$ cat src/rtl/core/msb_pkg.sv
package msb_pkg;

    localparam int OP_W    = 2;
    localparam int INDEX_W = 2;
    localparam int VALUE_W = 32;
    localparam int STAT_W  = 2;

    // Depth of the command queue between the front and the back.
    localparam int QDEPTH  = 2;
    localparam int QPTR_W  = (QDEPTH > 1) ? $clog2(QDEPTH) : 1;
    localparam int QCNT_W  = $clog2(QDEPTH + 1);

    typedef enum logic [OP_W-1:0] {
        OP_PUSH = 2'd0,
        OP_POP  = 2'd1,
        OP_PEEK = 2'd2
    } op_t;

    typedef enum logic [STAT_W-1:0] {
        ST_OK       = 2'd0,
        ST_OVERFLOW = 2'd1,
        ST_EMPTY    = 2'd2
    } status_t;

    // What the back has to do with a queued command.
    typedef enum logic [1:0] {
        K_PUSH   = 2'd0,
        K_POP    = 2'd1,
        K_PEEK   = 2'd2,
        K_REPORT = 2'd3
    } kind_t;

    typedef enum logic [1:0] {
        BE_IDLE = 2'd0,
        BE_EXEC = 2'd1,
        BE_FIN  = 2'd2
    } be_state_t;

    typedef struct packed {
        kind_t                kind;
        logic [INDEX_W-1:0]   stack_index;
        logic [VALUE_W-1:0]   push_value;
        status_t              status;
    } q_entry_t;

endpackage

$ cat src/rtl/core/msb_ram.sv
module msb_ram #(
    parameter int WIDTH = 32,
    parameter int DEPTH = 8,
    parameter int ADDR_W = (DEPTH > 1) ? $clog2(DEPTH) : 1
) (
    input  logic              clk,
    input  logic              we,
    input  logic [ADDR_W-1:0] waddr,
    input  logic [WIDTH-1:0]  wdata,
    input  logic              re,
    input  logic [ADDR_W-1:0] raddr,
    output logic [WIDTH-1:0]  rdata
);

    logic [WIDTH-1:0] mem [DEPTH];
    logic [WIDTH-1:0] rdata_reg;

    always_ff @(posedge clk)
    begin
        if (we)
        begin
            mem[waddr] <= wdata;
        end
        if (re)
        begin
            rdata_reg <= mem[raddr];
        end
    end

    assign rdata = rdata_reg;

endmodule

$ cat src/rtl/core/msb_front.sv
module msb_front #(
    parameter int NUM_STACKS = 4
) (
    input  logic                         clk,
    input  logic                         rst_n,
    input  logic                         start,
    output logic                         busy,
    input  logic [msb_pkg::OP_W-1:0]     op,
    input  logic [msb_pkg::INDEX_W-1:0]  stack_index,
    input  logic [msb_pkg::VALUE_W-1:0]  push_value,
    output logic                         q_valid,
    output msb_pkg::q_entry_t            q_entry,
    input  logic                         q_pop
);

    import msb_pkg::*;

    localparam int SEL_W = INDEX_W + $clog2(NUM_STACKS + 1);

    q_entry_t            entry_mem_reg [QDEPTH];
    q_entry_t            cls_entry;
    logic [QPTR_W-1:0]   wr_ptr_reg;
    logic [QPTR_W-1:0]   wr_ptr_next;
    logic [QPTR_W-1:0]   rd_ptr_reg;
    logic [QPTR_W-1:0]   rd_ptr_next;
    logic [QCNT_W-1:0]   count_reg;
    logic [QCNT_W-1:0]   count_next;
    logic                stack_ok;
    logic                accept;
    logic                drain;

    assign stack_ok = ({{(SEL_W - INDEX_W){1'b0}}, stack_index} < SEL_W'(NUM_STACKS));

    // Classify: a bad stack number or an unused op is answered without touching state.
    always_comb
    begin
        cls_entry.stack_index = stack_index;
        cls_entry.push_value  = push_value;
        cls_entry.kind        = K_REPORT;
        cls_entry.status      = ST_OK;
        unique case (op)
            OP_PUSH:
            begin
                cls_entry.kind   = stack_ok ? K_PUSH : K_REPORT;
                cls_entry.status = ST_OVERFLOW;
            end
            OP_POP:
            begin
                cls_entry.kind   = stack_ok ? K_POP : K_REPORT;
                cls_entry.status = ST_EMPTY;
            end
            OP_PEEK:
            begin
                cls_entry.kind   = stack_ok ? K_PEEK : K_REPORT;
                cls_entry.status = ST_EMPTY;
            end
            default:
            begin
                cls_entry.kind   = K_REPORT;
                cls_entry.status = ST_OK;
            end
        endcase
    end

    assign busy    = (count_reg == QCNT_W'(QDEPTH));
    assign q_valid = (count_reg != '0);
    assign q_entry = entry_mem_reg[rd_ptr_reg];
    assign accept  = start && !busy;
    assign drain   = q_pop && q_valid;

    always_comb
    begin
        wr_ptr_next = wr_ptr_reg;
        rd_ptr_next = rd_ptr_reg;
        count_next  = count_reg;
        if (accept)
        begin
            wr_ptr_next = (wr_ptr_reg == QPTR_W'(QDEPTH - 1)) ? '0 : wr_ptr_reg + 1'b1;
        end
        if (drain)
        begin
            rd_ptr_next = (rd_ptr_reg == QPTR_W'(QDEPTH - 1)) ? '0 : rd_ptr_reg + 1'b1;
        end
        if (accept && !drain)
        begin
            count_next = count_reg + 1'b1;
        end
        else if (drain && !accept)
        begin
            count_next = count_reg - 1'b1;
        end
    end

    always_ff @(posedge clk or negedge rst_n)
    begin
        if (!rst_n)
        begin
            wr_ptr_reg <= '0;
            rd_ptr_reg <= '0;
            count_reg  <= '0;
        end
        else
        begin
            wr_ptr_reg <= wr_ptr_next;
            rd_ptr_reg <= rd_ptr_next;
            count_reg  <= count_next;
        end
    end

    always_ff @(posedge clk)
    begin
        if (accept)
        begin
            entry_mem_reg[wr_ptr_reg] <= cls_entry;
        end
    end

endmodule

$ cat src/rtl/core/msb_back.sv
module msb_back #(
    parameter int NUM_STACKS = 4,
    parameter int CAPACITY   = 8,
    parameter int DATA_WIDTH = 32
) (
    input  logic                         clk,
    input  logic                         rst_n,
    input  logic                         q_valid,
    input  msb_pkg::q_entry_t            q_entry,
    output logic                         q_pop,
    output logic                         done,
    output logic [msb_pkg::STAT_W-1:0]   status,
    output logic [msb_pkg::VALUE_W-1:0]  top_value
);

    import msb_pkg::*;

    localparam int IDX_W  = $clog2(CAPACITY);
    localparam int LINK_W = $clog2(CAPACITY + 1);
    localparam int SIDX_W = (NUM_STACKS > 1) ? $clog2(NUM_STACKS) : 1;
    localparam logic [LINK_W-1:0] LINK_NULL = {LINK_W{1'b1}};
    localparam logic [LINK_W-1:0] LAST_SLOT = LINK_W'(CAPACITY - 1);

    be_state_t               state_reg;
    be_state_t               state_next;
    q_entry_t                cur_reg;
    q_entry_t                cur_next;
    logic [LINK_W-1:0]       free_head_reg;
    logic [LINK_W-1:0]       free_head_next;
    logic [LINK_W-1:0]       hwm_reg;
    logic [LINK_W-1:0]       hwm_next;
    logic [NUM_STACKS-1:0]   head_valid_reg;
    logic [NUM_STACKS-1:0]   head_valid_next;
    logic [LINK_W-1:0]       slot_reg;
    logic [LINK_W-1:0]       slot_next;
    logic [LINK_W-1:0]       rslot_reg;
    logic [LINK_W-1:0]       rslot_next;
    logic                    done_reg;
    logic                    done_next;
    status_t                 status_reg;
    status_t                 status_next;
    logic [VALUE_W-1:0]      top_reg;
    logic [VALUE_W-1:0]      top_next;

    logic [SIDX_W-1:0]       sidx_cur;
    logic [SIDX_W-1:0]       sidx_q;

    logic                    head_we;
    logic [SIDX_W-1:0]       head_waddr;
    logic [LINK_W-1:0]       head_wdata;
    logic                    head_re;
    logic [LINK_W-1:0]       head_rdata;
    logic [LINK_W-1:0]       head_eff;

    logic                    link_we;
    logic [IDX_W-1:0]        link_waddr;
    logic [LINK_W-1:0]       link_wdata;
    logic                    link_re;
    logic [IDX_W-1:0]        link_raddr;
    logic [LINK_W-1:0]       link_rdata;
    logic [LINK_W-1:0]       link_dflt;
    logic [LINK_W-1:0]       link_eff;

    logic                    val_we;
    logic [DATA_WIDTH-1:0]   val_wdata;
    logic                    val_re;
    logic [IDX_W-1:0]        val_raddr;
    logic [DATA_WIDTH-1:0]   val_rdata;
    logic [VALUE_W-1:0]      top_widen;

    assign sidx_cur = SIDX_W'(cur_reg.stack_index);
    assign sidx_q   = SIDX_W'(q_entry.stack_index);

    // A head never written since reset reads as null.
    assign head_eff = head_valid_reg[sidx_cur] ? head_rdata : LINK_NULL;

    // Slots at or above the fill mark were never written: they still chain in order.
    assign link_dflt = (rslot_reg == LAST_SLOT) ? LINK_NULL : rslot_reg + 1'b1;
    assign link_eff  = (rslot_reg >= hwm_reg) ? link_dflt : link_rdata;

    generate
        if (DATA_WIDTH >= VALUE_W)
        begin : g_wide
            assign val_wdata = DATA_WIDTH'(cur_reg.push_value);
            assign top_widen = val_rdata[VALUE_W-1:0];
        end
        else
        begin : g_narrow
            assign val_wdata = cur_reg.push_value[DATA_WIDTH-1:0];
            assign top_widen = {{(VALUE_W - DATA_WIDTH){val_rdata[DATA_WIDTH-1]}}, val_rdata};
        end
    endgenerate

    msb_ram #(
        .WIDTH (LINK_W),
        .DEPTH (NUM_STACKS)
    ) u_head_ram (
        .clk   (clk),
        .we    (head_we),
        .waddr (head_waddr),
        .wdata (head_wdata),
        .re    (head_re),
        .raddr (sidx_q),
        .rdata (head_rdata)
    );

    msb_ram #(
        .WIDTH (LINK_W),
        .DEPTH (CAPACITY)
    ) u_link_ram (
        .clk   (clk),
        .we    (link_we),
        .waddr (link_waddr),
        .wdata (link_wdata),
        .re    (link_re),
        .raddr (link_raddr),
        .rdata (link_rdata)
    );

    msb_ram #(
        .WIDTH (DATA_WIDTH),
        .DEPTH (CAPACITY)
    ) u_value_ram (
        .clk   (clk),
        .we    (val_we),
        .waddr (free_head_reg[IDX_W-1:0]),
        .wdata (val_wdata),
        .re    (val_re),
        .raddr (val_raddr),
        .rdata (val_rdata)
    );

    always_comb
    begin
        state_next = state_reg;
        unique case (state_reg)
            BE_IDLE:
            begin
                if (q_valid && (q_entry.kind != K_REPORT))
                begin
                    state_next = BE_EXEC;
                end
            end
            BE_EXEC:
            begin
                if ((cur_reg.kind == K_PUSH) || (head_eff == LINK_NULL))
                begin
                    state_next = BE_IDLE;
                end
                else
                begin
                    state_next = BE_FIN;
                end
            end
            BE_FIN:
            begin
                state_next = BE_IDLE;
            end
            default:
            begin
                state_next = BE_IDLE;
            end
        endcase
    end

    always_comb
    begin
        q_pop           = 1'b0;
        head_re         = 1'b0;
        head_we         = 1'b0;
        head_waddr      = sidx_cur;
        head_wdata      = free_head_reg;
        link_re         = 1'b0;
        link_raddr      = free_head_reg[IDX_W-1:0];
        link_we         = 1'b0;
        link_waddr      = free_head_reg[IDX_W-1:0];
        link_wdata      = head_eff;
        val_re          = 1'b0;
        val_raddr       = head_eff[IDX_W-1:0];
        val_we          = 1'b0;
        cur_next        = cur_reg;
        free_head_next  = free_head_reg;
        hwm_next        = hwm_reg;
        head_valid_next = head_valid_reg;
        slot_next       = slot_reg;
        rslot_next      = rslot_reg;
        done_next       = 1'b0;
        status_next     = status_reg;
        top_next        = top_reg;
        unique case (state_reg)
            BE_IDLE:
            begin
                if (q_valid)
                begin
                    q_pop    = 1'b1;
                    cur_next = q_entry;
                    if (q_entry.kind == K_REPORT)
                    begin
                        done_next   = 1'b1;
                        status_next = q_entry.status;
                        top_next    = '0;
                    end
                    else
                    begin
                        head_re    = 1'b1;
                        link_re    = 1'b1;
                        rslot_next = free_head_reg;
                    end
                end
            end
            BE_EXEC:
            begin
                case (cur_reg.kind) inside
                    K_PUSH:
                    begin
                        done_next = 1'b1;
                        top_next  = '0;
                        if (free_head_reg == LINK_NULL)
                        begin
                            status_next = ST_OVERFLOW;
                        end
                        else
                        begin
                            status_next               = ST_OK;
                            val_we                    = 1'b1;
                            link_we                   = 1'b1;
                            head_we                   = 1'b1;
                            head_valid_next[sidx_cur] = 1'b1;
                            free_head_next            = link_eff;
                            if (free_head_reg == hwm_reg)
                            begin
                                hwm_next = hwm_reg + 1'b1;
                            end
                        end
                    end
                    K_POP, K_PEEK:
                    begin
                        if (head_eff == LINK_NULL)
                        begin
                            done_next   = 1'b1;
                            status_next = ST_EMPTY;
                            top_next    = '0;
                        end
                        else
                        begin
                            link_re    = 1'b1;
                            link_raddr = head_eff[IDX_W-1:0];
                            rslot_next = head_eff;
                            val_re     = 1'b1;
                            slot_next  = head_eff;
                        end
                    end
                    default:
                    begin
                        done_next = 1'b0;
                    end
                endcase
            end
            BE_FIN:
            begin
                done_next   = 1'b1;
                status_next = ST_OK;
                if (cur_reg.kind == K_POP)
                begin
                    head_we        = 1'b1;
                    head_wdata     = link_eff;
                    link_we        = 1'b1;
                    link_waddr     = slot_reg[IDX_W-1:0];
                    link_wdata     = free_head_reg;
                    free_head_next = slot_reg;
                    top_next       = '0;
                end
                else
                begin
                    top_next = top_widen;
                end
            end
            default:
            begin
                done_next = 1'b0;
            end
        endcase
    end

    always_ff @(posedge clk or negedge rst_n)
    begin
        if (!rst_n)
        begin
            state_reg      <= BE_IDLE;
            free_head_reg  <= '0;
            hwm_reg        <= '0;
            head_valid_reg <= '0;
            done_reg       <= 1'b0;
        end
        else
        begin
            state_reg      <= state_next;
            free_head_reg  <= free_head_next;
            hwm_reg        <= hwm_next;
            head_valid_reg <= head_valid_next;
            done_reg       <= done_next;
        end
    end

    always_ff @(posedge clk)
    begin
        cur_reg    <= cur_next;
        slot_reg   <= slot_next;
        rslot_reg  <= rslot_next;
        status_reg <= status_next;
        top_reg    <= top_next;
    end

    assign done      = done_reg;
    assign status    = status_reg;
    assign top_value = top_reg;

endmodule

$ cat src/rtl/core/multi_stack_shared_buffer.sv
// Several LIFO stacks sharing one slot store, with free slots kept on a linked free list.
//
// Command channel: an item (op, stack_index, push_value) is taken on a rising edge with
// start high and busy low. Ops: push, pop, peek top. Busy rises only when the two-entry
// command queue between the front and the back is full.
// Result channel: every item gives exactly one result beat; done is high for one cycle
// with status and top_value. The receiver cannot stall: sample the beat when done is high.
//
// Path of an item: the front classifies and queues it, and the back takes it from the queue.
// The back answers a bad stack number or an unused op code as soon as it takes the item.
// A push, or a pop or peek on an empty stack, finishes in the execute state; a pop or peek
// that finds a slot goes on to the finish state. The back works through the items in order
// and takes the next one only once it is done with the last. A pop or peek needs the stack
// head from the head memory before it can read that slot's link or value: two dependent
// memory reads in its path.
//
// Reset: all stacks empty, free list chained in slot order. No clearing pass: a fill mark
// tracks which link entries were ever written, so the block takes items right after reset.
module multi_stack_shared_buffer #(
    parameter int NUM_STACKS = 4,
    parameter int CAPACITY   = 8,
    parameter int DATA_WIDTH = 32
) (
    input  logic                                clk,
    input  logic                                rst_n,
    input  logic                                start,
    output logic                                busy,
    input  logic [msb_pkg::OP_W-1:0]            op,
    input  logic [msb_pkg::INDEX_W-1:0]         stack_index,
    input  logic signed [msb_pkg::VALUE_W-1:0]  push_value,
    output logic                                done,
    output logic [msb_pkg::STAT_W-1:0]          status,
    output logic signed [msb_pkg::VALUE_W-1:0]  top_value
);

    import msb_pkg::*;

    // Queue handoff: front holds classified commands, back drains one per item.
    logic      q_valid;
    q_entry_t  q_entry;
    logic      q_pop;

    // Front: accept beats, check the stack number and op, queue the command.
    msb_front #(
        .NUM_STACKS (NUM_STACKS)
    ) u_front (
        .clk         (clk),
        .rst_n       (rst_n),
        .start       (start),
        .busy        (busy),
        .op          (op),
        .stack_index (stack_index),
        .push_value  (push_value),
        .q_valid     (q_valid),
        .q_entry     (q_entry),
        .q_pop       (q_pop)
    );

    // Back: walk the head, link and value memories and drive the result beat.
    msb_back #(
        .NUM_STACKS (NUM_STACKS),
        .CAPACITY   (CAPACITY),
        .DATA_WIDTH (DATA_WIDTH)
    ) u_back (
        .clk       (clk),
        .rst_n     (rst_n),
        .q_valid   (q_valid),
        .q_entry   (q_entry),
        .q_pop     (q_pop),
        .done      (done),
        .status    (status),
        .top_value (top_value)
    );

endmodule

$ cat config.mk
export PLATFORM = sky130hd
export DESIGN_NAME = multi_stack_shared_buffer
export DESIGN_NICKNAME = d
export VERILOG_FILES = /design/src/rtl/core/msb_pkg.sv /design/src/rtl/core/msb_ram.sv /design/src/rtl/core/msb_front.sv /design/src/rtl/core/msb_back.sv /design/src/rtl/core/multi_stack_shared_buffer.sv
export SDC_FILE = /design/constraint.sdc
export NUM_CORES = 1
export LEC_CHECK = 0
export BUFFER_PORTS_ARGS = -buffer_cell sky130_fd_sc_hd__buf_2
export CAP_MARGIN = 10
export CORE_MARGIN = 2
export CORE_UTILIZATION = 55
export DETAILED_ROUTE_END_ITERATION = 10
export PLACE_DENSITY = 0.75
export SYNTH_ARGS = -nofsm -noshare
export SYNTH_HDL_FRONTEND = slang
export SYNTH_HIERARCHICAL = 1
export SYNTH_SLANG_ARGS = --single-unit
$ cat constraint.sdc
create_clock -name clk -period 5.27 [get_ports clk]
set_input_delay 0.527 -clock clk [delete_from_list [all_inputs] [get_ports clk]]
set_output_delay 0.527 -clock clk [all_outputs]
set_load 0.02 [all_outputs]
==> After elaboration in Yosys (flattened, before gate mapping) <==
Memory sizes are Yosys's and may differ from the RTL's. A register that Yosys moved wholly into a read port is not among the register bits.
Index checks and enable logic that the tools add are counted.
{ "word_totals": {"output_inout_bits": 36, "in_bits": 39, "mem_bits_ro": 0, "mem_bits_rw": 380, "elab_cells": 161, "n_memories": 4, "regBits": 97, "latch_bits": 0} }
{ "mem_list": {"columns": ["name", "words", "word_bits", "read_ports", "rd_clocked_by_memory_dff", "wr", "line", "rtl"], "rows": [
  ["u_back.u_value_ram.mem", 8, 32, 1, 1, 1, "msb_ram.sv:15", "logic [WIDTH-1:0] mem [DEPTH];"],
  ["u_front.entry_mem_reg", 2, 38, 1, 0, 1, "msb_front.sv:20", "q_entry_t entry_mem_reg [QDEPTH];"],
  ["u_back.u_link_ram.mem", 8, 4, 1, 1, 1, "msb_ram.sv:15", null],
  ["u_back.u_head_ram.mem", 4, 4, 1, 1, 1, "msb_ram.sv:15", null]
]} }
{ "op_classes": {"bitwise": 4, "shift": 0, "reduce_logical": 27, "div": 0, "n_addsub": 6, "n_eq_ne": 25, "muxes": 77, "mul": 0, "n_lt_le_gt_ge": 3} }
{ "ops": {"columns": ["op", "count"], "rows": [
  ["32-bit 2-to-1 mux", 6],
  ["32-bit case mux with 3 select lines", 1],
  ["4-bit 2-to-1 mux", 15],
  ["1-bit 2-to-1 mux", 29],
  ["2-bit 2-to-1 mux", 9],
  ["3-bit 2-to-1 mux", 6],
  ["4-bit case mux with 2 select lines", 2],
  ["2-bit by 1-bit != test with 1-bit output, second input constant", 6],
  ["2-bit case mux with 3 select lines", 2],
  ["4-bit AND reduction", 3],
  ["2-bit equality test, second input constant", 5],
  ["2-bit != test, second input constant", 5],
  ["4-bit by 1-bit adder with 4-bit output, second input constant", 2],
  ["4-bit equality test, second input constant", 2],
  ["2-bit case mux with 2 select lines", 2],
  ["2-bit nonzero test", 4],
  ["2-bit by 1-bit equality test with 1-bit output, second input constant", 3],
  ["1-bit logical AND", 6],
  ["2-bit zero test", 3],
  ["3-bit by 1-bit != test with 1-bit output, second input constant", 2],
  ["6-bit AND reduction", 1],
  ["5-bit AND reduction", 1],
  ["4-bit by 3-bit equality test with 1-bit output, second input constant", 1],
  ["4-bit equality test", 1],
  ["other kinds (18)", 25]
]} }

==> Logic depth before layout (Yosys ltp) <==
Gate-level depths: netlist of the first run.
{ "logic_depth": {"word_depth": 8, "ltp_mapped": 10} }

==> Hierarchy <==
The synthesis of the first run kept the hierarchy.
{ "by_module_without_submodules": {"columns": ["module", "cells_per_inst", "area_per_inst_um2", "n_inst"], "rows": [
  ["msb_ram (u_back.u_value_ram)", 415, 10786.6, 1],
  ["msb_back", 290, 3991.3, 1],
  ["msb_front", 145, 3059.2, 1],
  ["msb_ram (u_back.u_link_ram)", 63, 1410.1, 1],
  ["msb_ram (u_back.u_head_ram)", 28, 737.0, 1]
]} }

==> Worst setup path before layout of the first run <==
No wires, ideal clock.
{ "synth_timing": {"kind": "reg-to-reg", "startpoint": "register u_back.state_reg[0]", "endpoint": "register u_back.status_reg[0] (netlist: u_back/status[0]), enable pin", "period_less_slack_ns": 5.053, "setup_time_ns": 0.481, "arrival_time_ns": 4.572, "setup_slack_ns": 0.217, "stages_incl_launch_ff": 6, "path_buffers": 0, "cell_sequence": "dfrtp_1 -> inv_1 -> ha_1 -> and2_1 -> nand3_1 -> a221oi_1"} }
{ "synth_between": {"elab_chain_cells": 3} }
{ "synth_rtl": {"columns": ["item", "line", "rtl"], "rows": [
  ["from (decl)", "msb_back.sv:24", "be_state_t state_reg;"],
  ["from (signal assigned)", "msb_back.sv:297", "state_reg <= state_next;"],
  ["2-bit by 1-bit equality test with 1-bit output, or another cell as far along", "msb_back.sv:190", "unique case (state_reg)"],
  ["3-bit by 1-bit != test with 1-bit output (no line), or another cell as far along", null, null],
  ["5-bit AND reduction (no line) (*)", null, null],
  ["to (signal assigned)", "msb_back.sv:310", "status_reg <= status_next;"],
  ["to (decl)", "msb_back.sv:40", "status_t status_reg;"]
]} }
Mark *: on every way between the ends. The rest lies on a longest branch, timed or not.
A chain may end at the register's enable or synchronous reset.

==> Worst setup path in the final report of the first run <==
{ "layout_timing": {"startpoint": "register u_back.state_reg[1]", "endpoint": "register u_back.u_link_ram.rdata_reg[0] (netlist: u_back/u_link_ram/rdata[0]), read port of u_back.u_link_ram.mem, data pin"} }
{ "layout_between": {"elab_chain_cells": 2} }
{ "layout_rtl": {"columns": ["item", "line", "rtl"], "rows": [
  ["2-bit by 1-bit equality test with 1-bit output", "msb_back.sv:190", null],
  ["3-bit 2-to-1 mux", "msb_back.sv:190", null],
  ["net u_back.link_raddr[0]", "msb_back.sv:59", "logic [IDX_W-1:0] link_raddr;"],
  ["to (decl)", "msb_ram.sv:16", "logic [WIDTH-1:0] rdata_reg;"]
]} }
The timed path passes the listed nets, and every way through them passes these cells.

==> results of run 1 <==
power groups by stage:
stage | sequential, mW | clock (mW) | combinational, mW
2_1_floorplan | 6.65 | 0 | 2.77
3_3_place_gp | 6.66 | 0 | 3.78
3_5_place_dp | 6.72 | 0 | 3.88
4_1_cts | 6.65 | 3.71 | 3.94
5_1_grt | 6.75 | 3.85 | 4.20
6_report | 6.64 | 3.63 | 3.91
Yosys cell counts (4+ instances only):
cell type / n / area [sq um]
o21ai_0: 7 / 35.0
nor2b_1: 6 / 37.5
mux2_2: 67 / 754
dfrtp_1: 19 / 475
xor2_1: 7 / 61.3
a211oi_1: 4 / 30.0
buf_1: 5 / 18.8
mux4_2: 25 / 563
xnor2_1: 4 / 35.0
nor2_1: 28 / 105
a21oi_1: 11 / 55.1
inv_1: 22 / 82.6
buf_2: 7 / 35.0
and2_1: 34 / 213
ha_1: 18 / 225
buf_6: 9 / 101
edfxtp_1: 498 / 15000
mux2_4: 13 / 195
clkbuf_1: 9 / 33.8
nor3_1: 5 / 25.0
nand3_1: 10 / 50.1
mux4_1: 52 / 1370
nand2_1: 23 / 86.3
nand2b_1: 9 / 56.3
path summary, 6_finish.rpt:
check / end / cells past startpoint / slack, ps
setup reg to reg: u_back/u_link_ram/rdata[0] / 9 / 1490
max in group asynchronous: u_front/rd_ptr_reg / 2 / 4470
setup / recovery: u_back/u_link_ram/rdata[0] / 9 / 1490
hold reg to reg: u_back/head_valid_reg[1] / 1 / 470
min in group asynchronous: u_back/hwm_reg[2] / 2 / 430
hold / removal: u_front/entry_mem_reg[0][34] / 1 / 120
logic make-up after synthesis:
logic type / count (synthesis) / share of synthesized area, %
DFF: 517 / 77.2
muxes: 160 / 14.6
and+or+nand+nor: 135 / 3.63
buffers and inverters: 56 / 1.54
AOI/OAI and AO/OA: 44 / 1.46
adders and majority gates: 18 / 1.13
xor gates and xnor gates: 11 / 0.482
critical path: cells and delay by family (launching register included):
| family | cells | cell delay, ps |
|---|---|---|
| and+or+nand+nor | 3 | 620 |
| adders and majority gates | 1 | 640 |
| muxes | 3 | 1250 |
| DFF | 1 | 410 |
| buffers and inverters | 2 | 580 |
timing repair:
item	CTS	global route
hold buffers	1	0
hold endpoints to repair	19	0
gates resized for setup	0	0
metal layers:
metal  up-vias  global-route usage (%)  share of wire (%)
met5         -                       0                  0
met4         0                    6.70                2.3
met3        65                    3.30                6.2
met2       341                    33.9                 49
met1      4827                    28.5                 42
li1       4045                       -                  -
per-stage QoR:
step,utilization (%),instance area (sq um),setup WS (ps),hold WS (ps),instances
4_1_cts,63.5,22600,1520,82.4,1554
2_1_floorplan,-,20000,217,231,941
6_report,63.5,22600,1490,115,1555
5_1_grt,63.5,22600,1310,104,1554
3_3_place_gp,58.7,20900,1730,452,1460
3_5_place_dp,58.7,20900,1530,460,1460
layout make-up:
class | count | area [sq um]
Clock inverter | 29 | 344
Fill cell | 2384 | 13000
Sequential cell | 517 | 15400
Multi-Input combinational cell | 368 | 4340
Clock buffer | 64 | 1330
Antenna cell | 1 | 2.50
Timing Repair Buffer | 92 | 520
Inverter | 23 | 90.1
Tap cell | 461 | 577
==> run_results.csv, run 1 <==
group,metric,value,unit
power_and_ir_drop,p_seq_share,46.8,%
synth,async_flop_share,3.68,%
timing,rsz0062_at_grt,"no",
power_and_ir_drop,powerDensity,627,nW/um^2
timing,slew_violations,0,
grt,antenna_found_initial,0,
power_and_ir_drop,ir_drop,0.623,mV
worst_setup_path,cp.required,5630,ps
drt,first_pass_iters,5,
clocking,cts-root-buf,"clkbuf_16",
floorplanning,die_w,195,um
synth,syn_inst,941,
worst_setup_path,crit_path_max_incr_delay,640,ps
run,cap_violations,0,
synth,yosysSeqAreaShare,77.2,%
timing,fin_skew,23.1,ps
drt,ant_nets,0,
place,hpwlAfterDp,21600,um
power_and_ir_drop,finalPower,14.2,mW
clocking,clock_latency,600,ps
worst_setup_path,crit_type,"reg2reg",
drt,drt_drc_violations_left,0,
worst_setup_path,arrival,4130,ps
synth,postSynthAreaPerCell,21.2,sq um
power_and_ir_drop,switching_power,4.30,mW
timing,tightest_slew,1200,ps
floorplanning,start_util,56.0,%
power_and_ir_drop,swShare,30.3,%
power_and_ir_drop,p_clk_share,25.6,%
timing,period_share,71.7,%
cells_and_area,final_cell_mix,"edfxtp_1, buf_2, mux2_2, mux4_1, clkbuf_16",
clocking,cts_tree,"built",
floorplanning,core,35700,sq um
worst_setup_path,cp_slowest_cell,"ha_1",
place,gp_congestion,0.858,
cells_and_area,syn2layout_area_growth,13.2,%
cells_and_area,final_common_cell,"edfxtp_1",
floorplanning,dieArea,37900,sq um
grt,grt_pass1_vias,9583,
status,status,"finished clean",
place,portBuffers,74,
worst_setup_path,cp-startpoint,"u_back/state_reg[1]",
grt,grt_usage,20.5,%
timing,setup_viol,0,
clocking,cts.htree.levels,2,
drt,wire_per_inst,24.4,um
clocking,cts_made_buffers,51,
drt,vias,9278,
cells_and_area,nets,1110,
cells_and_area,drive_above_1_share,26.5,%
floorplanning,io_pins,75,
drt,routed_wl,37900,um
synth,syn_area,20000,sq um
clocking,post-cts-setup-buffers,0,
power_and_ir_drop,power.leakage,7.85,nW
floorplanning,rows,69,
grt,grt_pass1_wl,57700,um
synth,synth-main-ff-cell,"edfxtp_1",
clocking,clk_pin_slew_worst_paths,60,ps
grt,overflow,0,
worst_setup_path,path_cells,"inv_1, ha_1, nor2b_1, and3_4, nand2_4, inv_4, mux2_4, mux4_1, mux2_2",
clocking,cts_buffer_depth,3,
timing,fmax,265,MHz
power_and_ir_drop,combPwrFrac,27.6,%
worst_setup_path,critical_path_peak_fanout,35,
synth,synth_edf_count,498,
clocking,clock_sinks,517,
worst_setup_path,endpoint_kind,"flip-flop",
synth,ys_types,56,
power_and_ir_drop,power.internal,9.88,mW
grt,grt_max_degree,40,
drt,drt_iter0_markers,986,
worst_setup_path,crit_path_start_kind,"flip-flop",
worst_setup_path,r2r_start,"u_back/state_reg[1]",
worst_hold_path,hold_path.class,"in2reg",
timing,final_hold_viol_count,0,
drt,vias_per_cell,5.97,
timing,period_minus_slack,3780,ps
cells_and_area,largest_reg_flops,256,
timing,slew_headroom,19.9,%
synth,yosys_warnings,6,
timing,tns,0,ps
synth,ys_seq_elements,517,
floorplanning,die_h,195,um
worst_hold_path,min_from,"stack_index[0]",
synth,syn-num-nets,998,
(Power assumes the default switching activity.)
==> run 2: changes to the inputs <==
- CORE_UTILIZATION: 55 -> 61
- PLACE_DENSITY: 0.75 -> 0.79
- clock period: 5.27 -> 3.9 ns (I/O delays scaled with it)
==> run_results.csv, run 2 (synthesis gave the netlist of run 1 again) <==
group,metric,value,unit
place,dpl_cell_area,21000,sq um
cells_and_area,final_cell_mix,"edfxtp_1, buf_2, mux2_2, clkbuf_16, mux4_1",
floorplanning,dieArea,34200,sq um
drt,routed.top_layer,"met4",
grt,grt_usage,22.2,%
run,cap_violations,0,
timing,setup_viol,0,
timing,period_minus_slack,3070,ps
worst_setup_path,critical_path_peak_fanout,33,
power_and_ir_drop,p_seq_share,47.2,%
worst_setup_path,crit_type,"reg2reg",
power_and_ir_drop,power.internal,13.2,mW
timing,tns,0,ps
power_and_ir_drop,swShare,30.0,%
drt,drt_drc_violations_left,0,
power_and_ir_drop,combPwrFrac,28.4,%
worst_hold_path,hold_path.class,"in2reg",
drt,wire_per_inst,23.6,um
drt,vias,9148,
worst_setup_path,crit_path_start_kind,"flip-flop",
power_and_ir_drop,finalPower,18.8,mW
floorplanning,die_h,185,um
cells_and_area,nets,1115,
worst_setup_path,timing.rr.end,"u_back/u_link_ram/rdata[2]",
place,placed_cells,1447,
power_and_ir_drop,p_clk_share,24.4,%
place,portBuffers,74,
worst_setup_path,cp.required,4200,ps
clocking,clk_pin_slew_worst_paths,60,ps
grt,antenna_found_initial,0,
floorplanning,rows,66,
clocking,cts_made_buffers,50,
timing,hold_slack,24.6,ps
power_and_ir_drop,powerDensity,834,nW/um^2
power_and_ir_drop,ir_drop,0.989,mV
timing,fmax,325,MHz
drt,drt_iter0_markers,986,
worst_setup_path,arrival,3370,ps
worst_setup_path,cp_top_family,"multiplexers",
floorplanning,start_util,61.7,%
timing,slew_headroom,23.7,%
power_and_ir_drop,power.leakage,7.84,nW
drt,ant_nets,0,
grt,overflow,0,
clocking,cts_buffer_depth,3,
timing,tightest_slew,1140,ps
timing,fin_skew,10.2,ps
worst_setup_path,r2r_cells,7,
timing,rsz0062_at_grt,"no",
worst_setup_path,endpoint_kind,"flip-flop",
worst_setup_path,cp_slowest_cell,"mux4_1",
worst_hold_path,min_from,"push_value[8]",
worst_setup_path,critPathBufInv,2,
worst_hold_path,holdPathEnd,"u_front/entry_mem_reg[1][10]",
power_and_ir_drop,switching_power,5.65,mW
drt,route.met3.wl,2340,um
drt,met1_length,15100,um
timing,final_hold_viol_count,0,
timing,slew_violations,0,
grt,grt_max_degree,67,
worst_hold_path,hold_path_depth,1,
place,place_worst_setup_slack,838,ps
place,gp_congestion,0.844,
cells_and_area,drive_above_1_share,27.1,%
cells_and_area,largest_reg_flops,256,
cells_and_area,insertedDiodeCount,0,
worst_setup_path,crit_path_max_incr_delay,620,ps
timing,fin_ws,825,ps
timing,period_share,78.8,%
floorplanning,core,32400,sq um
grt,grt_pass1_wl,55200,um
status,status,"finished clean",
cells_and_area,final_common_cell,"edfxtp_1",
cells_and_area,fin_area,22600,sq um
clocking,cts.htree.levels,2,
drt,met2WireLength,18300,um
cells_and_area,syn2layout_area_growth,13.0,%
worst_setup_path,r2r_start,"u_back/head_waddr[0]",
cells_and_area,fillers,1957,
clocking,clock_sinks,517,
grt,grt_pass1_vias,9409,
worst_setup_path,path_cells,"mux4_2, nor2b_1, clkinv_2, buf_12, mux2_4, mux4_1, mux2_2",
floorplanning,io_pins,75,
drt,vias_per_cell,5.94,
clocking,cts-root-buf,"clkbuf_16",
worst_setup_path,r2r_slack,830,ps
floorplanning,die_w,185,um
drt,routed_wl,36300,um
clocking,cts_tree,"built",
clocking,clock_latency,550,ps
cells_and_area,final_util,69.7,%
drt,first_pass_iters,7,
cells_and_area,finalNonFillerCells,1540,
place,hpwlAfterDp,19500,um
## run 2: cell types whose count changed in the layout (fill, tap and decap cells not counted), sizes merged
cell / previous run / this run
buf: 91 / 97
bufinv: 7 / 2
clkinvlp: 0 / 4
inv: 26 / 23
clkbuf: 64 / 66
clkinv: 19 / 20
diode: 1 / 0
## run 2: power by group through the flow
stage / Sequential [mW] / Clock, mW / Combinational [mW]
2_1_floorplan: 8.97 / 0 / 3.77
3_3_place_gp: 8.93 / 0 / 5.17
3_5_place_dp: 8.99 / 0 / 5.30
4_1_cts: 8.90 / 4.68 / 5.40
5_1_grt: 9.04 / 4.89 / 5.75
6_report: 8.89 / 4.60 / 5.34
## run 2: layout make-up
cell class / count / area (sq um) / area share, %
flip-flops and latches: 517 / 15400 / 68.4
multi-input cells: 368 / 4330 / 19.2
clock buffers: 66 / 1410 / 6.22
repair buffers: 98 / 578 / 2.56
well taps: 442 / 553 / 2.45
clock inverters: 26 / 184 / 0.815
inverters: 23 / 90.1 / 0.399
## run 2: worst max path at each step
| stage | startpoint | end | cells after the start |
|---|---|---|---|
| floorplan | u_back/cur_reg[36] | u_back/u_value_ram/mem[0][0] | 6 |
| global placement | u_back/head_waddr[0] | u_back/u_value_ram/rdata[19] | 6 |
| detailed placement | u_back/head_waddr[0] | u_back/u_value_ram/rdata[6] | 6 |
| CTS | u_back/head_waddr[0] | u_back/u_link_ram/rdata[2] | 7 |
| global route | u_back/head_waddr[0] | u_back/u_value_ram/rdata[6] | 6 |
| finish | u_back/head_waddr[0] | u_back/u_link_ram/rdata[2] | 7 |
## run 2: worst reg2reg max path, cell delays in order, from the launching register on
cell	delay, ps
edfxtp_1	500
mux4_2	600
nor2b_1	190
clkinv_2	70
buf_12	240
mux2_4	310
mux4_1	630
mux2_2	290
## run 2: repair_timing
| item | CTS | global route |
|---|---|---|
| hold endpoints to repair | 19 | 0 |
| hold buffers | 1 | 0 |
| buffers inserted | 0 | 0 |
| gates resized for setup | 0 | 0 |
## run 2: routing by layer
layer / global-route usage [%] / up-vias
met5: 0 / -
met4: 5.08 / 0
met3: 3.76 / 51
met2: 37.3 / 334
met1: 31.0 / 4711
li1: - / 4052
